`src/rtl/token_lexer_with_position_macros.svh`:
```
// assertion macros used by the lexer rtl
// expects i_clk and i_rst_n in the scope of each use
`ifndef TOKEN_LEXER_WITH_POSITION_MACROS_SVH
`define TOKEN_LEXER_WITH_POSITION_MACROS_SVH

// same-cycle implication, checked out of reset
`define TLP_ASSERT_IMP(lbl, ante, cons, msg) \
    lbl: assert property (@(posedge i_clk) disable iff (!i_rst_n) (ante) |-> (cons)) \
        else $error(msg);

// next-cycle implication, checked out of reset
`define TLP_ASSERT_NXT(lbl, ante, cons, msg) \
    lbl: assert property (@(posedge i_clk) disable iff (!i_rst_n) (ante) |=> (cons)) \
        else $error(msg);

`endif

```
`src/rtl/tlp_pkg.sv`:
```
// shared types, constants and character tables of the lexer
// used by the lexer and the position tracker, depends on nothing
`timescale 1ns / 1ps
`default_nettype none

package tlp_pkg;

    // text store sizing
    localparam int MAX_LEN = 16;
    localparam int IDX_W   = (MAX_LEN > 1) ? $clog2(MAX_LEN) : 1;
    localparam int CNT_W   = $clog2(MAX_LEN + 1);

    // position limits
    localparam int ROW_W = 16;
    localparam int COL_W = 12;
    localparam logic [ROW_W-1:0] ROW_MAX = '1;
    localparam logic [COL_W-1:0] COL_MAX = '1;

    // token kinds
    localparam logic [4:0] K_NEWLINE = 5'd0;
    localparam logic [4:0] K_LPAREN  = 5'd1;
    localparam logic [4:0] K_RPAREN  = 5'd2;
    localparam logic [4:0] K_COMMA   = 5'd3;
    localparam logic [4:0] K_VAR     = 5'd4;
    localparam logic [4:0] K_LBRACE  = 5'd5;
    localparam logic [4:0] K_RBRACE  = 5'd6;
    localparam logic [4:0] K_NUMBER  = 5'd7;
    localparam logic [4:0] K_EQUAL   = 5'd8;
    localparam logic [4:0] K_FUNC    = 5'd9;
    localparam logic [4:0] K_WORD    = 5'd10;
    localparam logic [4:0] K_KW0     = 5'd11;
    localparam logic [4:0] K_ERROR   = 5'd16;

    // error codes
    localparam logic [2:0] E_NONE       = 3'd0;
    localparam logic [2:0] E_SYMBOL     = 3'd1;
    localparam logic [2:0] E_TOO_LONG   = 3'd2;
    localparam logic [2:0] E_EMPTY_VAR  = 3'd3;
    localparam logic [2:0] E_EMPTY_FUNC = 3'd4;

    // characters with a meaning of their own
    localparam logic [7:0] CH_NL     = 8'h0A;
    localparam logic [7:0] CH_TAB    = 8'h09;
    localparam logic [7:0] CH_SPACE  = 8'h20;
    localparam logic [7:0] CH_PCT    = 8'h25;
    localparam logic [7:0] CH_DOLLAR = 8'h24;
    localparam logic [7:0] CH_MINUS  = 8'h2D;
    localparam logic [7:0] CH_UNDER  = 8'h5F;
    localparam logic [7:0] CH_DOT    = 8'h2E;
    localparam logic [7:0] CH_LPAREN = 8'h28;
    localparam logic [7:0] CH_RPAREN = 8'h29;
    localparam logic [7:0] CH_COMMA  = 8'h2C;
    localparam logic [7:0] CH_LBRACE = 8'h7B;
    localparam logic [7:0] CH_RBRACE = 8'h7D;
    localparam logic [7:0] CH_EQUAL  = 8'h3D;

    // keyword table, padded to four bytes
    localparam int NUM_KW = 5;
    localparam logic [7:0] KW_TXT [NUM_KW][4] = '{
        '{"f", "u", "n", "c"},
        '{"i", 8'h00, 8'h00, 8'h00},
        '{"a", "d", "d", 8'h00},
        '{"c", "o", "p", "y"},
        '{"r", "e", "t", 8'h00}
    };
    localparam int KW_LEN [NUM_KW] = '{4, 1, 3, 4, 3};

    typedef enum logic [2:0] {
        MD_IDLE,
        MD_WORD,
        MD_VAR,
        MD_NUM,
        MD_FUNC
    } t_mode;

    typedef enum logic [1:0] {
        ST_READY,
        ST_EMIT,
        ST_PEND,
        ST_HALT
    } t_state;

    typedef struct packed {
        logic [ROW_W-1:0] row;
        logic [COL_W-1:0] col;
    } t_pos;

    // one result word
    typedef struct packed {
        logic [4:0]       kind;
        logic [ROW_W-1:0] row;
        logic [COL_W-1:0] col;
        logic [4:0]       len;
        logic [7:0]       txt_byte;
        logic [3:0]       idx;
        logic             last;
        logic [2:0]       err;
    } t_res;

    function automatic logic is_letter(logic [7:0] c);
        return (c inside {[8'h61:8'h7A], [8'h41:8'h5A]});
    endfunction

    function automatic logic is_digit(logic [7:0] c);
        return (c inside {[8'h30:8'h39]});
    endfunction

    function automatic logic is_member(t_mode m, logic [7:0] c);
        logic r;
        case (m)
            MD_WORD: r = is_letter(c) || is_digit(c);
            MD_VAR:  r = is_letter(c) || is_digit(c) || c == CH_UNDER || c == CH_DOT;
            MD_NUM:  r = is_digit(c);
            MD_FUNC: r = is_letter(c) || is_digit(c) || c == CH_UNDER;
            default: r = 1'b0;
        endcase
        return r;
    endfunction

    function automatic logic is_symbol(logic [7:0] c);
        return (c inside {CH_NL, CH_LPAREN, CH_RPAREN, CH_COMMA,
                          CH_LBRACE, CH_RBRACE, CH_EQUAL});
    endfunction

    function automatic logic [4:0] sym_kind(logic [7:0] c);
        logic [4:0] k;
        case (c)
            CH_NL:     k = K_NEWLINE;
            CH_LPAREN: k = K_LPAREN;
            CH_RPAREN: k = K_RPAREN;
            CH_COMMA:  k = K_COMMA;
            CH_LBRACE: k = K_LBRACE;
            CH_RBRACE: k = K_RBRACE;
            CH_EQUAL:  k = K_EQUAL;
            default:   k = K_ERROR;
        endcase
        return k;
    endfunction

    // does byte c at text position p still agree with keyword k
    function automatic logic kw_hit(int k, logic [IDX_W-1:0] p, logic [7:0] c);
        logic [1:0] s;
        s = 2'(p);
        return (int'(p) < KW_LEN[k]) && (KW_TXT[k][s] == c);
    endfunction

    // result without text bytes
    function automatic t_res mk_res(logic [4:0] kind, t_pos pos, logic [2:0] err);
        t_res r;
        r      = '0;
        r.kind = kind;
        r.row  = pos.row;
        r.col  = pos.col;
        r.last = 1'b1;
        r.err  = err;
        return r;
    endfunction

endpackage

`default_nettype wire

```
`src/rtl/token_lexer_with_position.sv`:
```
// Lexer with source position. Symbols and member characters are taken at one input word per
// cycle; a symbol result shows in the cycle after acceptance. A word shows in the cycle
// after its ending char, which is then handled from the pending state. A var, number or
// function token gives each text byte by a ram read and then the output register, then
// its ending char; a held output word stalls the input. Synchronous active-low reset clears
// mode, position and output valid; the text ram is not cleared, bytes are read once written.
`timescale 1ns / 1ps
`default_nettype none

`include "token_lexer_with_position_macros.svh"

module token_lexer_with_position (
    input  wire logic        i_clk,
    input  wire logic        i_rst_n,
    input  wire logic        i_valid,
    output logic             o_stall,
    input  wire logic        i_command,
    input  wire logic [7:0]  i_character,
    output logic             o_valid,
    input  wire logic        i_stall,
    output logic [4:0]       o_kind,
    output logic [15:0]      o_start_row,
    output logic [11:0]      o_start_col,
    output logic [4:0]       o_text_length,
    output logic [7:0]       o_text_byte,
    output logic [3:0]       o_text_index,
    output logic             o_last,
    output logic [2:0]       o_error_code
);

    import tlp_pkg::*;

    // control and token state
    t_state            r_state, n_state;
    t_mode             r_mode, n_mode;
    logic [CNT_W-1:0]  r_count, n_count;
    logic [NUM_KW-1:0] r_kw, n_kw;
    logic              r_nl_sent, n_nl_sent;
    t_pos              r_tok, n_tok;
    logic [IDX_W-1:0]  r_idx, n_idx;
    logic              r_rd_ok, n_rd_ok;
    logic [7:0]        r_pend, n_pend;
    logic              r_pend_v, n_pend_v;
    logic              r_ovalid, n_ovalid;
    t_res              r_res, n_res;

    // decode
    logic              can_put, acc, rdy_acc;
    logic [7:0]        c_sel;
    logic              w_member, w_full, w_append, w_long, w_finish, w_empty;
    logic              w_start, w_ws, w_name, w_invalid, w_emit, w_last_byte;
    logic [4:0]        w_word_kind, w_text_kind;
    t_pos              pos_nx;

    // text ram ports
    logic              ram_we;
    logic [IDX_W-1:0]  ram_waddr;
    logic [7:0]        ram_wdata, ram_rdata;

    tlp_ram #(
        .WIDTH (8),
        .DEPTH (MAX_LEN),
        .AW    (IDX_W)
    ) u_text_ram (
        .i_clk   (i_clk),
        .i_we    (ram_we),
        .i_waddr (ram_waddr),
        .i_wdata (ram_wdata),
        .i_raddr (r_idx),
        .o_rdata (ram_rdata)
    );

    tlp_pos u_pos (
        .i_clk     (i_clk),
        .i_rst_n   (i_rst_n),
        .i_step    (w_append || w_start),
        .i_newline (w_start && c_sel == CH_NL),
        .o_pos_nx  (pos_nx)
    );

    // handshake and action decode
    assign can_put = !r_ovalid || !i_stall;
    assign o_stall = !((r_state == ST_READY && can_put) || r_state == ST_HALT);
    assign acc     = i_valid && !o_stall;
    assign rdy_acc = acc && r_state == ST_READY;
    assign c_sel   = (r_state == ST_PEND) ? r_pend : i_character;

    assign w_member = is_member(r_mode, i_character);
    assign w_full   = r_count == CNT_W'(MAX_LEN);
    assign w_append = rdy_acc && !i_command && r_mode != MD_IDLE && w_member && !w_full;
    assign w_long   = rdy_acc && !i_command && r_mode != MD_IDLE && w_member && w_full;
    assign w_finish = rdy_acc && r_mode != MD_IDLE && (i_command || !w_member);
    assign w_empty  = (r_mode == MD_VAR || r_mode == MD_FUNC) && r_count == '0;
    assign w_start  = (rdy_acc && !i_command && r_mode == MD_IDLE)
                   || (r_state == ST_PEND && can_put);

    assign w_ws      = c_sel == CH_SPACE || c_sel == CH_TAB;
    assign w_name    = is_letter(c_sel) || is_digit(c_sel) || c_sel == CH_MINUS;
    assign w_invalid = !w_ws && !w_name && c_sel != CH_PCT && c_sel != CH_DOLLAR
                    && !is_symbol(c_sel);

    assign w_emit      = r_state == ST_EMIT && r_rd_ok && can_put;
    assign w_last_byte = (CNT_W'(r_idx) + 1'b1) == r_count;

    // keyword pick, first match wins
    always_comb begin
        w_word_kind = K_WORD;
        for (int k = NUM_KW - 1; k >= 0; k--) begin
            if (r_kw[k] && int'(r_count) == KW_LEN[k]) begin
                w_word_kind = K_KW0 + 5'(k);
            end
        end
    end

    always_comb begin
        case (r_mode)
            MD_VAR:  w_text_kind = K_VAR;
            MD_NUM:  w_text_kind = K_NUMBER;
            default: w_text_kind = K_FUNC;
        endcase
    end

    // next state
    always_comb begin
        n_state = r_state;
        case (r_state)
            ST_READY: begin
                if (w_long) begin
                    n_state = ST_HALT;
                end else if (w_finish) begin
                    if (r_mode == MD_WORD) begin
                        n_state = i_command ? ST_READY : ST_PEND;
                    end else if (w_empty) begin
                        n_state = ST_HALT;
                    end else begin
                        n_state = ST_EMIT;
                    end
                end else if (w_start && w_invalid) begin
                    n_state = ST_HALT;
                end
            end
            ST_EMIT: begin
                if (w_emit && w_last_byte) begin
                    n_state = r_pend_v ? ST_PEND : ST_READY;
                end
            end
            ST_PEND: begin
                if (w_start) begin
                    n_state = w_invalid ? ST_HALT : ST_READY;
                end
            end
            ST_HALT: n_state = ST_HALT;
            default: n_state = ST_READY;
        endcase
    end

    // datapath and results
    always_comb begin
        n_mode    = r_mode;
        n_count   = r_count;
        n_kw      = r_kw;
        n_nl_sent = r_nl_sent;
        n_tok     = r_tok;
        n_idx     = r_idx;
        n_rd_ok   = r_rd_ok;
        n_pend    = r_pend;
        n_pend_v  = r_pend_v;
        n_ovalid  = r_ovalid && i_stall;
        n_res     = r_res;
        ram_we    = 1'b0;
        ram_waddr = r_count[IDX_W-1:0];
        ram_wdata = i_character;

        // member character goes into the text store
        if (w_append) begin
            ram_we  = 1'b1;
            n_count = r_count + 1'b1;
            for (int k = 0; k < NUM_KW; k++) begin
                n_kw[k] = r_kw[k] && kw_hit(k, r_count[IDX_W-1:0], i_character);
            end
        end

        // text overflow
        if (w_long) begin
            n_ovalid = 1'b1;
            n_res    = mk_res(K_ERROR, r_tok, E_TOO_LONG);
        end

        // token end by a non-member character or by end of input
        if (w_finish) begin
            n_pend = i_character;
            if (r_mode == MD_WORD) begin
                n_ovalid  = 1'b1;
                n_res     = mk_res(w_word_kind, r_tok, E_NONE);
                n_mode    = MD_IDLE;
                n_count   = '0;
                n_nl_sent = 1'b0;
            end else if (w_empty) begin
                n_ovalid = 1'b1;
                n_res    = mk_res(K_ERROR, r_tok,
                                  (r_mode == MD_VAR) ? E_EMPTY_VAR : E_EMPTY_FUNC);
            end else begin
                n_idx    = '0;
                n_rd_ok  = 1'b0;
                n_pend_v = !i_command;
            end
        end

        // fresh character from idle
        if (w_start && !w_ws) begin
            n_tok   = pos_nx;
            n_count = '0;
            if (w_name) begin
                ram_we    = 1'b1;
                ram_waddr = '0;
                ram_wdata = c_sel;
                n_count   = CNT_W'(1);
                n_mode    = is_letter(c_sel) ? MD_WORD : MD_NUM;
                for (int k = 0; k < NUM_KW; k++) begin
                    n_kw[k] = kw_hit(k, '0, c_sel);
                end
            end else if (c_sel == CH_PCT) begin
                n_mode = MD_VAR;
            end else if (c_sel == CH_DOLLAR) begin
                n_mode = MD_FUNC;
            end else if (w_invalid) begin
                n_ovalid = 1'b1;
                n_res    = mk_res(K_ERROR, pos_nx, E_SYMBOL);
            end else if (!(c_sel == CH_NL && r_nl_sent)) begin
                n_ovalid  = 1'b1;
                n_res     = mk_res(sym_kind(c_sel), pos_nx, E_NONE);
                n_nl_sent = c_sel == CH_NL;
            end
        end

        // text byte streaming: read, then present
        if (r_state == ST_EMIT && !r_rd_ok) begin
            n_rd_ok = 1'b1;
        end
        if (w_emit) begin
            n_ovalid       = 1'b1;
            n_res          = mk_res(w_text_kind, r_tok, E_NONE);
            n_res.len      = 5'(r_count);
            n_res.txt_byte = ram_rdata;
            n_res.idx      = 4'(r_idx);
            n_res.last     = w_last_byte;
            n_idx          = r_idx + 1'b1;
            n_rd_ok        = 1'b0;
            if (w_last_byte) begin
                n_mode    = MD_IDLE;
                n_count   = '0;
                n_nl_sent = 1'b0;
            end
        end
    end

    // control registers
    always_ff @(posedge i_clk) begin
        if (!i_rst_n) begin
            r_state   <= ST_READY;
            r_mode    <= MD_IDLE;
            r_count   <= '0;
            r_kw      <= '0;
            r_nl_sent <= 1'b0;
            r_tok     <= '{row: ROW_W'(1), col: '0};
            r_idx     <= '0;
            r_rd_ok   <= 1'b0;
            r_pend_v  <= 1'b0;
            r_ovalid  <= 1'b0;
        end else begin
            r_state   <= n_state;
            r_mode    <= n_mode;
            r_count   <= n_count;
            r_kw      <= n_kw;
            r_nl_sent <= n_nl_sent;
            r_tok     <= n_tok;
            r_idx     <= n_idx;
            r_rd_ok   <= n_rd_ok;
            r_pend_v  <= n_pend_v;
            r_ovalid  <= n_ovalid;
        end
    end

    // payload registers
    always_ff @(posedge i_clk) begin
        r_pend <= n_pend;
        r_res  <= n_res;
    end

    assign o_valid       = r_ovalid;
    assign o_kind        = r_res.kind;
    assign o_start_row   = r_res.row;
    assign o_start_col   = r_res.col;
    assign o_text_length = r_res.len;
    assign o_text_byte   = r_res.txt_byte;
    assign o_text_index  = r_res.idx;
    assign o_last        = r_res.last;
    assign o_error_code  = r_res.err;

    // checks
    `TLP_ASSERT_NXT(a_halt_sticky, r_state == ST_HALT, r_state == ST_HALT, "halt left")
    `TLP_ASSERT_IMP(a_count_bound, 1'b1, r_count <= CNT_W'(MAX_LEN), "text count overflow")
    `TLP_ASSERT_IMP(a_emit_nonempty, r_state == ST_EMIT, r_count != '0, "emit of empty text")
    `TLP_ASSERT_IMP(a_emit_mode, r_state == ST_EMIT,
        r_mode == MD_VAR || r_mode == MD_NUM || r_mode == MD_FUNC, "emit in wrong mode")

endmodule

`default_nettype wire

```
`src/rtl/tlp_ram.sv`:
```
// generic single-write, single-read ram with registered read data
// standalone, no package dependency
`timescale 1ns / 1ps
`default_nettype none

module tlp_ram #(
    parameter int WIDTH = 8,
    parameter int DEPTH = 16,
    parameter int AW    = (DEPTH > 1) ? $clog2(DEPTH) : 1
) (
    input  wire logic             i_clk,
    input  wire logic             i_we,
    input  wire logic [AW-1:0]    i_waddr,
    input  wire logic [WIDTH-1:0] i_wdata,
    input  wire logic [AW-1:0]    i_raddr,
    output logic      [WIDTH-1:0] o_rdata
);

    logic [WIDTH-1:0] r_mem [DEPTH];

    // write port and registered read port
    always_ff @(posedge i_clk) begin
        if (i_we) begin
            r_mem[i_waddr] <= i_wdata;
        end
        o_rdata <= r_mem[i_raddr];
    end

endmodule

`default_nettype wire

```
`src/rtl/tlp_pos.sv`:
```
// source position tracker: saturating row and column with deferred row bump
// depends on tlp_pkg
`timescale 1ns / 1ps
`default_nettype none

module tlp_pos (
    input  wire logic          i_clk,
    input  wire logic          i_rst_n,
    input  wire logic          i_step,
    input  wire logic          i_newline,
    output tlp_pkg::t_pos      o_pos_nx
);

    import tlp_pkg::*;

    logic [ROW_W-1:0] r_row, n_row;
    logic [COL_W-1:0] r_col, n_col;
    logic             r_bump, n_bump;

    // position after the character now being handled
    always_comb begin
        n_row  = r_row;
        n_col  = r_col;
        n_bump = r_bump;
        if (r_bump) begin
            if (r_row != ROW_MAX) begin
                n_row = r_row + 1'b1;
            end
            n_col  = COL_W'(1);
            n_bump = 1'b0;
        end else if (r_col != COL_MAX) begin
            n_col = r_col + 1'b1;
        end
        if (i_newline) begin
            n_bump = 1'b1;
        end
    end

    assign o_pos_nx = '{row: n_row, col: n_col};

    always_ff @(posedge i_clk) begin
        if (!i_rst_n) begin
            r_row  <= ROW_W'(1);
            r_col  <= '0;
            r_bump <= 1'b0;
        end else if (i_step) begin
            r_row  <= n_row;
            r_col  <= n_col;
            r_bump <= n_bump;
        end
    end

endmodule

`default_nettype wire
```
`config.mk`:
```
export PLATFORM = sky130hd
export DESIGN_NAME = token_lexer_with_position
export DESIGN_NICKNAME = d
export VERILOG_FILES = /design/src/rtl/tlp_pkg.sv /design/src/rtl/token_lexer_with_position.sv /design/src/rtl/tlp_ram.sv /design/src/rtl/tlp_pos.sv
export VERILOG_INCLUDE_DIRS = /design/src /design/src/rtl
export SDC_FILE = /design/constraint.sdc
export NUM_CORES = 1
export LEC_CHECK = 0
export ABC_CLOCK_PERIOD_IN_PS = 5920
export BUFFER_PORTS_ARGS = -buffer_cell sky130_fd_sc_hd__clkbuf_2
export CAP_MARGIN = 10
export CORE_MARGIN = 1
export CORE_UTILIZATION = 50
export CTS_CLUSTER_DIAMETER = 200
export DETAILED_ROUTE_END_ITERATION = 10
export PLACE_DENSITY = 0.67
export SETUP_SLACK_MARGIN = 0.4
export SYNTH_ARGS = -nofsm -noshare
export SYNTH_HDL_FRONTEND = slang
export SYNTH_SLANG_ARGS = --single-unit
```
`constraint.sdc`:
```
create_clock -name i_clk -period 5.92 [get_ports i_clk]
set_clock_uncertainty 0.1 [all_clocks]
set_input_delay 1.48 -clock i_clk [delete_from_list [all_inputs] [get_ports i_clk]]
set_output_delay 1.48 -clock i_clk [all_outputs]
set_load 0.02 [all_outputs]
```
* Word level (Yosys, flattened, before mapping)
Memory sizes are Yosys's and may differ from the RTL's. A register that Yosys moved wholly into a read port is not among the register bits.
Index checks and enable logic that the tools add are counted.
** Cells by class
- Add/subtract/negate cells :: 5
- Order comparisons :: 16
- Equal/unequal tests :: 47
- Muxes and demuxes :: 109
- Bitwise logic cells :: 4
- Reduce and logical (&&, ||, !) cells :: 83
** Operator list (count)
- $mux W54 :: 11
- $mux W8 :: 13
- $bmux W8 S2 :: 5
- $eq A8 B6 Y1 const B :: 9
- $mux W5 :: 13
- $logic_and A1 B1 Y1 :: 47
- $eq A7 B8 Y1 const A :: 5
- $eq A8 B8 Y1 :: 5
- $pmux W5 S7 :: 1
- $ge A8 B7 Y1 const B :: 4
- $le A8 B7 Y1 const B :: 4
- $mux W1 :: 32
- $mux W16 :: 2
- $mux W3 :: 10
- $eq A8 B7 Y1 const B :: 3
- $mux W12 :: 2
- $mux W4 :: 6
- $mux W2 :: 11
- $add A16 B1 Y16 const B :: 1
- $eq A8 B4 Y1 const B :: 2
- $ge A8 B6 Y1 const B :: 2
- $le A8 B6 Y1 const B :: 2
- $ne A16 B16 Y1 const B :: 1
- $ne A8 B6 Y1 const B :: 2
- other kinds (37) :: 71
** Storage, ports and cells
- Flip-flop bits (word level) :: 142
- Bits in writable memories :: 128
- Bits of input ports :: 13
- Output and inout port bits :: 56
- Word-level logic and storage cells :: 288
- Memories :: 1
** Memory list
- u_text_ram.r_mem :: words 16, width 8, read ports 1, clocked after Yosys merged registers in 1, wr ports 1, RTL line tlp_ram.sv:19 : logic [WIDTH-1:0] r_mem [DEPTH];

* Logic depth before layout (Yosys ltp)
Gate-level depths: netlist of run 1.
- Depth after elaboration :: 21
- Gate-level depth with buffers :: 13
- Gate-level depth less buffers :: 10

* Modules after synthesis
Synthesis of run 1 repeated with hierarchy kept, for this count alone.
** Unflattened totals
- Cell total of the unflattened synthesis :: 1193
- Area, all modules :: 12969.9 µm²
** Modules (own cells, without submodules)
- token_lexer_with_position :: instances 1, cells an instance 697, area an instance 5794.3 µm², sequential area each 2342.2 µm²
- tlp_ram :: instances 1, cells an instance 229, area an instance 5147.4 µm², sequential area each 4003.8 µm²
- tlp_pos :: instances 1, cells an instance 267, area an instance 2028.2 µm², sequential area each 580.6 µm²

* Least setup slack after synthesis of run 1
Ideal clock, no wire load.
- Path kind :: in2reg
- From :: input port i_character[2]
- To :: memory u_text_ram.r_mem[0][0], enable pin
- Library setup time :: 0.387 ns
- Arrival time :: 4.139 ns
- Required time :: 5.433 ns
- Slack :: 1.294 ns
- Cell stages on the path :: 9
- Buffers on the path :: 2
- Cells stage by stage :: buf_2 or2_1 a2111oi_0 a21oi_1 o211a_1 buf_4 nor3_2 nand2_1 o31ai_1
** Between the ends
- Cells in the longest elaborated chain, start to end :: 14
- Elaborated cells on any way between the ends :: 44
- Those cells by class :: 12 x order compare; 5 x eq/ne; 9 x mux; 18 x reduce/logical
** Ends and longest elaborated chain
- from (decl) :: RTL line token_lexer_with_position.sv:18 : input wire logic [7:0] i_character,
- $ge A8 B7 Y1 or $le A8 B7 Y1 (tied branches) :: RTL line tlp_pkg.sv:101 : return (c inside {[8'h61:8'h7A], [8'h41:8'h5A]});
- $logic_and A1 B1 Y1 :: RTL line tlp_pkg.sv:101
- $reduce_bool A2 Y1 :: RTL line tlp_pkg.sv:101
- $logic_or A1 B1 Y1 :: RTL line tlp_pkg.sv:111, tlp_pkg.sv:112, tlp_pkg.sv:114
- $logic_or A1 B1 Y1 :: RTL line tlp_pkg.sv:112, tlp_pkg.sv:114
- $logic_or A1 B1 Y1 :: RTL line tlp_pkg.sv:112 : MD_VAR: r = is_letter(c) || is_digit(c) || c == CH_UNDER || c == CH_DOT;
- $pmux W1 S4 :: RTL line tlp_pkg.sv:110 : case (m)
- $logic_and A1 B1 Y1 (2 in series) :: RTL line token_lexer_with_position.sv:90 : assign w_append = rdy_acc && !i_command && r_mode != MD_IDLE && w_member && !w_full;
- $mux W1 :: RTL line token_lexer_with_position.sv:175 : if (w_append) begin
- $mux W1 :: RTL line token_lexer_with_position.sv:213 : if (w_name) begin
- $mux W1 :: RTL line token_lexer_with_position.sv:210 : if (w_start && !w_ws) begin
- $mux W1 :: RTL line tlp_ram.sv:23 : if (i_we) begin
- $mux W1 (not written as such) :: RTL line tlp_ram.sv:24 : r_mem[i_waddr] <= i_wdata;
- to (decl) :: RTL line tlp_ram.sv:19
Parallel ways exist; a longest one is shown, timed or not.

==> results of run 1 <==
-- metal layers --
| layer | global-route usage, % | vias up |
|---|---|---|
| li1 | - | 4219 |
| met1 | 33.14 | 4319 |
| met2 | 35.99 | 306 |
| met3 | 3.117 | 43 |
| met4 | 5.801 | 0 |
| met5 | 0 | - |
-- worst max-delay path by stage --
stage                       startpoint                                end  slack (ns)  cells after the start
2_1_floorplan           i_character[2]   u_text_ram.r_mem[0][0]$_DFFE_PP_        1.29                      9
3_3_place_gp            i_character[1]  u_text_ram.r_mem[10][4]$_DFFE_PP_        1.26                      9
3_5_place_dp            i_character[1]   u_text_ram.r_mem[5][7]$_DFFE_PP_        1.14                      9
4_1_cts        r_state[0]$_SDFFE_PN0P_             o_start_col[5]$_DFF_P_        1.67                      9
5_1_grt                 i_character[1]   u_text_ram.r_mem[5][2]$_DFFE_PP_        1.33                      9
6_report       r_state[0]$_SDFFE_PN0P_             o_start_col[5]$_DFF_P_        1.58                      9
-- worst reg2reg max path: stages (launching register included) --
cell,delay (ns)
dfxtp_1,0.71
nand2b_4,0.44
mux2i_1,0.68
nor2_1,0.20
a22o_1,0.26
or3_4,0.41
a211oi_4,0.64
nor2b_1,0.23
buf_4,0.27
a221oi_1,0.31
-- per-stage QoR --
stage	std cells	hold WS (ns)	instance area, um^2
finish	1493	0.3441	14060
global route	1493	0.3718	14060
CTS	1493	0.3425	14060
detailed placement	1439	0.3334	13100
global placement	1439	0.3286	13100
floorplan	1096	0.3260	12490
-- state kept, by name, summed over array words and instances (netlist names), 8 cells and up --
signal              cells
u_text_ram.r_mem      128
r_tok                  28
o_start_row            16
u_pos.r_row            16
o_start_col            12
u_pos.r_col            12
o_text_byte             8
r_pend                  8
u_text_ram.o_rdata      8
-- area by class of cell --
type	count	area, um^2
clock buffer	37	785.8
sequential	278	6928
fill	2047	10330
timing repair buffer	94	535.5
inverter	18	67.56
clock inverter	17	176.4
tap	324	405.4
multi-input combinational	725	5159
-- kinds of logic after synthesis --
logic type      after synthesis  synth area share [%]
simple gates                371                 14.52
compound gates              239                 13.75
flops                       278                 55.46
fa+ha+maj                     9                0.9016
xor+xnor                     47                 3.296
buf+inv                      93                 3.246
mux                          59                 8.826
-- power breakdown --
part / leakage (nW) / internal (W) / switching [W] / total, W
combinational: 2.02 / 0.000589 / 0.000948 / 0.00154
sequential: 2.39 / 0.00229 / 0.000173 / 0.00246
clock: 0.469 / 0.00107 / 0.000744 / 0.00181
-- cell usage after synthesis (all sizes together) (7+ instances only) --
cell type    n
dfxtp      142
edfxtp     136
nor2       115
nand2       92
a21oi       72
clkbuf      51
mux4        40
xor2        31
o21ai       30
a211oi      28
nor3        27
nand3       26
buf         24
a22o        20
inv         18
xnor2       16
a31oi       15
nand2b      15
o221a       13
or3         13
nand4       12
a221oi      11
and2        10
and3        10
mux2i       10
nor2b       10
nor4        10
ha           9
mux2         9
a21o         8
or2          8
nor4bb       7
==> metrics.csv, run 1 <==
metric;value;unit
min_path_type;reg -> reg;
wl_met3;1840;um
grt_pass1_wl;46110;um
tns;0;ns
place_hpwl;19460;um
r2r_start;r_state[0]$_SDFFE_PN0P_;
avgSynthCellArea;11.40;um^2
cp_top_family;simple AND/OR/NAND/NOR gates;
cp_slowest_stage_delay;0.71;ns
fin_ws;1.580;ns
p_leak;4.882;nW
crit_path_cell_trace;nand2b_4 -> mux2i_1 -> nor2_1 -> a22o_1 -> or3_4 -> a211oi_4 -> nor2b_1 -> buf_4 -> a221oi_1;
cts_sinks;278;
grt_max_degree;47;
end_kind;flop;
grt-ovfl-total;0;
htree_levels;1;
num_io_pins;69;
cts_buffers;29;
postSynthCellCount;1096;
synth_largest_area_cell;edfxtp_1;
die_h;160.0;um
synthDistinctLibCells;71;
cts_resized;0;
insertedDiodeCount;0;
powerDensity;413.6;nW/um^2
hold_buffers;0;
ys_seq_area_share;55.46;%
wl_per_cell;19.39;um
layout_commonest_cell;dfxtp_1;
root_buffer;clkbuf_16;
core;24390;um^2
portBuffers;68;
ir_worst_vdd;0.2324;mV
worstHoldEndpoint;o_text_byte[7]$_DFF_P_;
grt_usage;22.79;%
r2r_end;o_start_col[5]$_DFF_P_;
dieArea;25610;um^2
synth_area_leaders;edfxtp_1 33%, dfxtp_1 23%, mux4_2 7.2%, nor2_1 3.5%, a21oi_1 2.9%;
finalPower;0.005814;W
drc;0;
post_cts_buffers;0;
clk-insertion-delay-late;0.55;ns
yosys_warnings;0;
grt_pass1_vias;8390;
setup_violations;0;
drv_slew;0;
antenna_found_initial;0;
yosysTopAreaCellShare;32.70;%
synth-async-reset-ratio;0;%
min_period;4.340;ns
clk_pin_slew;0.06;ns
routabilityCongestion;0.9425;
ys_ff_latch;278;
min_period_over_period;73.31;%
final_cell_mix;141 x dfxtp_1, 136 x edfxtp_1, 115 x nor2_1;
top_layer_used;met4;
dp_slack;1.136;ns
first_pass_iters;5;
drt_iter0_markers;843;
cp-start-kind;flop;
fp.dieW;160.0;um
path_max_fanout;22;
status;finished, final reports clean;
initial_utilization;51.21;%
cp.required;6.26;ns
maxSlewHeadroom;31.87;%
syn_to_final_growth;12.55;%
drive_above_1_share;19.85;%
via_per_inst;5.952;
synth_edf_count;136;
synth_nets;1118;
synth_flop_cell;dfxtp_1;
worst-setup-path-type;reg -> reg;
antenna_left;0;
max_freq;0.2304;GHz
min_path_cells;1;
tightest_slew;1.022;ns
final_nets;1168;
hold_viol;0;
cts_buffer_depth;3;
maxCapViolCount;0;
drt-total-wl;28950;um
cts_tree;done;
rows;57;
ff2ff_setup_slack;1.58;ns
cp_slowest_cell;dfxtp_1;
vias;8887;
worstHoldStart;u_text_ram.o_rdata[7]$_DFF_P_;
crit_buf_inv;1;
rsz0062_at_grt;no;
syn-cell-area;12490;um^2
ff2ff_path_depth;9;
utilization;57.63;%
met1Wirelength;13240;um
route.met2.wl;13290;um
worstPathArrival;4.68;ns
Power figures use the tool's default switching activity.
==> inputs of run 2 (changes only) <==
--- a/config.mk
+++ b/config.mk
@@ -6,7 +6,7 @@
 export SDC_FILE = /design/constraint.sdc
 export NUM_CORES = 1
 export LEC_CHECK = 0
-export ABC_CLOCK_PERIOD_IN_PS = 5920
+export ABC_CLOCK_PERIOD_IN_PS = 4000
 export BUFFER_PORTS_ARGS = -buffer_cell sky130_fd_sc_hd__clkbuf_2
 export CAP_MARGIN = 10
 export CORE_MARGIN = 1
==> constraint.sdc (replaced) <==
create_clock -name i_clk -period 4 [get_ports i_clk]
set_clock_uncertainty 0.1 [all_clocks]
set_input_delay 1 -clock i_clk [delete_from_list [all_inputs] [get_ports i_clk]]
set_output_delay 1 -clock i_clk [all_outputs]
set_load 0.02 [all_outputs]
==> run 2 against run 1 <==
Compared with the run above:
- global-route usage grew 1.4 points
- critical path depth grew 1
- flip-flop and latch count is the same
- sequential power grew 47%
- clock power grew 62%
- critical path type is now in -> reg
- largest cell class unchanged
- highest routed layer unchanged
==> metrics.csv, run 2 (same netlist as run 1, synthesis figures left out) <==
metric;value;unit;change
final_cell_mix;141 x dfxtp_1, 136 x edfxtp_1, 103 x nor2_1;;
powerDensity;616.1;nW/um^2;+49%
die_h;160.0;um;unchanged
initial_utilization;51.21;%;unchanged
cts_buffers;30;;+3.4%
maxSlewHeadroom;46.29;%;+14 points
top_register;u_text_ram.r_mem;;
clk_pin_slew;0.06;ns;about the same
antenna_found_initial;0;;unchanged
worst-setup-path-type;in -> reg;;
largest_reg_flops;128;;unchanged
setup_violations;0;;unchanged
swShare;31.68;%;-0.40 points
antenna_left;0;;unchanged
htree_levels;1;;unchanged
num_io_pins;69;;unchanged
routabilityCongestion;0.8812;;-6.5%
worstPathArrival;3.71;ns;-0.97 ns
post_cts_buffers;0;;unchanged
place_hpwl;20580;um;+5.7%
grt_pass1_vias;8523;;+1.6%
endpoint;u_pos.r_col[9]$_SDFFE_PN0P_;;
insertedDiodeCount;0;;unchanged
internal-power;0.006137;W;+55%
cp.required;4.34;ns;-1.92 ns
cp-start-kind;primary input;;
cts_sinks;278;;unchanged
cts_buffer_depth;3;;unchanged
clk-insertion-delay-late;0.55;ns;about the same
dieArea;25610;um^2;unchanged
min_path_cells;1;;unchanged
rsz0062_at_grt;no;;
p_leak;5.155;nW;+5.6%
maxCapViolCount;0;;unchanged
core;24390;um^2;unchanged
cts_tree;done;;
path_max_fanout;22;;unchanged
status;finished, final reports clean;;
drt-total-wl;30880;um;+6.7%
portBuffers;68;;unchanged
hold_buffers;0;;unchanged
power.share.combinational;27.1;%;+0.7 points
wl_per_cell;20.20;um;+4.2%
ff2ff_path_depth;9;;unchanged
fp.dieW;160.0;um;unchanged
drv_slew;0;;unchanged
grt_usage;24.21;%;+1.4 points
cts_resized;0;;unchanged
syn_to_final_growth;16.75;%;
final_cell_area;14580;um^2;+3.7%
final_cell_count_no_fill;1529;;+2.4%
clockPowerShare;32.7;%;+1.5 points
hold_viol;0;;unchanged
placedCellCount;1473;;+2.4%
placed_cell_area;13510;um^2;+3.2%
vias;9033;;+1.6%
end_kind;flop;;
crit_start;i_character[1];;
layout_commonest_cell;dfxtp_1;;
drc;0;;unchanged
max_freq;0.2969;GHz;
ir_worst_vdd;0.4205;mV;+81%
r2r_start;r_state[0]$_SDFFE_PN0P_;;
first_pass_iters;6;;+1
root_buffer;clkbuf_16;;
reg.largest.list;u_text_ram.r_mem x128, r_tok x28;;
drt_iter0_markers;773;;-8.3%
switchingPower;0.002846;W;+53%
grt_max_degree;37;;-21%
drive_above_1_share;24.15;%;+4.3 points
grt-ovfl-total;0;;unchanged
grt_pass1_wl;48730;um;+5.7%
via_per_inst;5.908;;-0.75%
final_nets;1203;;+3.0%
min_path_type;reg -> reg;;
rows;57;;unchanged
ff2ff_setup_slack;0.65;ns;-0.93 ns
min_period_over_period;84.21;%;
r2r_end;o_kind[3]$_DFF_P_;;
tns;0;ns;unchanged
power_frac_seq;40.2;%;-2.2 points
min_period;3.368;ns;
tightest_slew;0.8056;ns;-0.2163 ns
[run 2: cell types whose count changed in the layout (fill, tap and decap cells not counted), moves of 3 or more]
cell	before	now
nor2_4	0	6
clkinv_1	3	0
clkbuf_8	3	8
nor2_2	0	6
nor3_4	0	5
clkbuf_16	29	32
buf_4	26	58
nor2_1	115	103
nor3_1	26	22
[run 2: power groups by stage]
stage	registers, W	logic [W]	clock network (W)
2_1_floorplan	0.00390	0.00143	0
3_3_place_gp	0.00366	0.00241	0
3_5_place_dp	0.00367	0.00242	0
4_1_cts	0.00361	0.00244	0.00298
5_1_grt	0.00365	0.00265	0.00310
6_report	0.00361	0.00244	0.00294
[run 2: worst min path at each step]
stage          slack [ns]                endpoint                     startpoint
4_1_cts              0.35  o_text_byte[1]$_DFF_P_  u_text_ram.o_rdata[1]$_DFF_P_
5_1_grt              0.37   r_tok[1]$_SDFFE_PN0P_          r_tok[1]$_SDFFE_PN0P_
6_report             0.35  o_text_byte[7]$_DFF_P_  u_text_ram.o_rdata[7]$_DFF_P_
2_1_floorplan        0.33  o_text_byte[3]$_DFF_P_  u_text_ram.o_rdata[3]$_DFF_P_
3_5_place_dp         0.33  o_text_byte[3]$_DFF_P_  u_text_ram.o_rdata[3]$_DFF_P_
3_3_place_gp         0.33  o_text_byte[4]$_DFF_P_  u_text_ram.o_rdata[4]$_DFF_P_
[run 2: cell type report]
type / instances / area (um^2)
Clock buffer: 44 / 925.9
Clock inverter: 12 / 146.4
Fill cell: 2014 / 9809
Inverter: 18 / 67.56
Multi-Input combinational cell: 725 / 5293
Sequential cell: 278 / 6928
Tap cell: 324 / 405.4
Timing Repair Buffer: 128 / 815.8
[run 2: metal layers]
| metal | wire (um) | vias to the layer above | track usage, % |
|---|---|---|---|
| met5 | 0 | - | 0 |
| met4 | 479 | 0 | 5.411 |
| met3 | 1857 | 41 | 3.481 |
| met2 | 14260 | 279 | 37.92 |
| met1 | 14280 | 4437 | 35.64 |
| li1 | - | 4276 | - |
[run 2: per-stage QoR]
step / utilization [%] / hold slack [ns] / total power, W / worst slack [ns]
2_1_floorplan: - / 0.3260 / 0.005323 / 0.2203
3_3_place_gp: 55.39 / 0.3288 / 0.006063 / 0.1270
3_5_place_dp: 55.39 / 0.3318 / 0.006095 / 0.09230
4_1_cts: 59.78 / 0.3496 / 0.009038 / 0.6466
5_1_grt: 59.78 / 0.3698 / 0.009399 / 0.4261
6_report: 59.78 / 0.3471 / 0.008983 / 0.6316
[run 2: worst max-delay path, cell delays in order]
cell	delay (ns)
clkbuf_2	0.09
or2_1	0.26
or4_1	0.45
a32oi_1	0.28
o211a_1	0.38
o31a_1	0.72
buf_4	0.30
nor2_1	0.06
a21oi_1	0.12
nor2_1	0.05
==> inputs of run 3 (changes only) <==
--- a/config.mk
+++ b/config.mk
@@ -6,7 +6,7 @@
 export SDC_FILE = /design/constraint.sdc
 export NUM_CORES = 1
 export LEC_CHECK = 0
-export ABC_CLOCK_PERIOD_IN_PS = 4000
+export ABC_CLOCK_PERIOD_IN_PS = 3500
 export BUFFER_PORTS_ARGS = -buffer_cell sky130_fd_sc_hd__clkbuf_2
 export CAP_MARGIN = 10
 export CORE_MARGIN = 1
==> constraint.sdc (replaced) <==
create_clock -name i_clk -period 3.5 [get_ports i_clk]
set_clock_uncertainty 0.1 [all_clocks]
set_input_delay 0.875 -clock i_clk [delete_from_list [all_inputs] [get_ports i_clk]]
set_output_delay 0.875 -clock i_clk [all_outputs]
set_load 0.02 [all_outputs]
==> run 3 against run 2 <==
Compared with the run above:
- register-to-register slack worse by 0.13 ns
- final cell count is 2.6% higher
- flip-flop and latch count stayed put
- hold slack hardly changed
- clock power hardly changed
- first-iteration DRC count is 13% higher
- design area up 3.6%
- non-clock buffer count rose by 43
- power is 13% higher
- critical path type unchanged
- highest routed layer unchanged
==> metrics.csv, run 3 (same netlist as run 1, synthesis figures left out) <==
metric;value;unit;change
htree_levels;1;;unchanged
num_io_pins;69;;unchanged
tightest_slew;0.8414;ns;+0.03577 ns
worst-setup-path-type;in -> reg;;
min_path_cells;1;;unchanged
worstPathArrival;3.18;ns;-0.53 ns
drt-total-wl;30940;um;+0.21%
first_pass_iters;5;;-1
ir_worst_vdd;0.5109;mV;+22%
clk_pin_slew;0.06;ns;about the same
final_cell_area;15100;um^2;+3.6%
clk-insertion-delay-late;0.55;ns;about the same
rows;57;;unchanged
die_h;160.0;um;unchanged
max_freq;0.3312;GHz;
insertedDiodeCount;0;;unchanged
cp_slowest_stage_delay;0.46;ns;-0.26 ns
internal-power;0.006876;W;+12%
status;finished, final reports clean;;
cp-start-kind;primary input;;
grt_pass1_vias;8991;;+5.5%
rsz0062_at_grt;no;;
end_kind;flop;;
cts_tree;done;;
min_period_over_period;86.27;%;
reg.largest.list;u_text_ram.r_mem x128, r_tok x28;;
fp.dieW;160.0;um;unchanged
hold_viol;0;;unchanged
dieArea;25610;um^2;unchanged
ff2ff_path_depth;9;;unchanged
utilization;61.93;%;+2.1 points
grt-ovfl-total;0;;unchanged
cts_buffers;29;;-3.3%
root_buffer;clkbuf_16;;
final_cell_mix;140 x dfxtp_1, 136 x edfxtp_1, 103 x nor2_1;;
antenna_left;0;;unchanged
p_leak;5.357;nW;+3.9%
maxCapViolCount;0;;unchanged
portBuffers;68;;unchanged
initial_utilization;51.21;%;unchanged
placed_cell_area;14050;um^2;+4.0%
grt_pass1_wl;49240;um;+1.0%
power.share.combinational;30.1;%;+3.0 points
antenna_found_initial;0;;unchanged
largest_reg_flops;128;;unchanged
cts_sinks;278;;unchanged
crit_path_cell_trace;clkbuf_2 -> buf_4 -> or4b_1 -> nor4_1 -> o21ai_1 -> o211a_1 -> nor3_4 -> nand3b_1 -> buf_4 -> nor3_4 -> buf_12;;
cp.required;3.66;ns;-0.68 ns
swShare;32.24;%;+0.56 points
switchingPower;0.003272;W;+15%
powerDensity;671.9;nW/um^2;+9.1%
power_frac_seq;40.7;%;+0.5 points
drive_above_1_share;27.81;%;+3.7 points
routabilityCongestion;0.9165;;+4.0%
layout_commonest_cell;dfxtp_1;;
wl_per_cell;19.73;um;-2.3%
cts_buffer_depth;3;;unchanged
grt_max_degree;39;;+5.4%
cp_slowest_cell;or4b_1;;
setup_violations;0;;unchanged
core;24390;um^2;unchanged
grt_usage;24.29;%;+0.084 points
clockPowerShare;29.2;%;-3.5 points
drv_slew;0;;unchanged
via_per_inst;5.864;;-0.74%
drc;0;;unchanged
top_register;u_text_ram.r_mem;;
drt_iter0_markers;876;;+13%
min_period;3.019;ns;
path_max_fanout;9;;-59%
min_path_type;reg -> reg;;
syn_to_final_growth;20.94;%;
final_nets;1245;;+3.5%
maxSlewHeadroom;43.48;%;-2.8 points
place_hpwl;21220;um;+3.1%
hold_buffers;0;;unchanged
vias;9195;;+1.8%
[run 3: changes by cell type in the layout (fill, tap and decap cells not counted), sizes merged]
cell and change:
clkinvlp +1, buf +42, bufinv -1, clkbuf -4, clkinv +1
[run 3: final cells by class]
cell class,instances,area [um^2]
repair buffers,171,1348
flip-flops and latches,278,6929
fillers,1979,9286
inverters,18,67.56
clock buffers,39,777.0
multi-input cells,725,5448
clock inverters,13,130.1
well taps,324,405.4
[run 3: what timing repair did]
action	4_1_cts	5_1_grt
resized for setup	3	13
endpoints found under the setup margin	110	103
pin swaps	0	3
gates cloned	0	1
buffers inserted	0	8
[run 3: through the flow]
step | TNS [ns] | setup WS (ns) | total power (W) | cells | hold slack (ns)
after CTS | 0 | 0.4007 | 0.01010 | 1559 | 0.3464
final | 0 | 0.4807 | 0.01015 | 1568 | 0.3470
after detailed placement | -13.63 | -0.1566 | 0.007126 | 1507 | 0.3326
after floorplan | 0 | 0.08531 | 0.006141 | 1096 | 0.3260
after global routing | 0 | 0.4086 | 0.01062 | 1568 | 0.3579
after global placement | -8.806 | -0.1240 | 0.007072 | 1507 | 0.3273
[run 3: worst paths after layout]
check	startpoint	slack [ns]	end
hold / removal	u_text_ram.o_rdata[0]$_DFF_P_	0.35	o_text_byte[0]$_DFF_P_
hold reg to reg	u_text_ram.o_rdata[0]$_DFF_P_	0.35	o_text_byte[0]$_DFF_P_
setup / recovery	i_character[1]	0.48	u_text_ram.r_mem[8][6]$_DFFE_PP_
setup reg to reg	r_mode[1]$_SDFF_PN0_	0.52	u_text_ram.r_mem[8][6]$_DFFE_PP_
[run 3: power by group through the flow]
stage                     clock (W)  sequential [W]  combinational, W
after detailed placement          0         0.00419           0.00293
after CTS                   0.00302         0.00413           0.00295
after floorplan                   0         0.00445           0.00169
after global placement            0         0.00418           0.00289
after global routing        0.00314         0.00417           0.00331
final                       0.00297         0.00413           0.00305
[run 3: worst max-delay path: cells and delay by family]
kind | cells | cell delay [ns]
buffers and inverters | 4 | 0.63
AO/OA/AOI/OAI | 2 | 0.38
AND/OR/NAND/NOR | 5 | 1.29
[run 3: per-layer routing]
layer	vias up	GRT usage, %	wire, um
met5	-	0	0
met4	0	6.753	682
met3	52	3.532	1802
met2	295	39.62	14720
met1	4481	33.85	13730
li1	4367	-	-
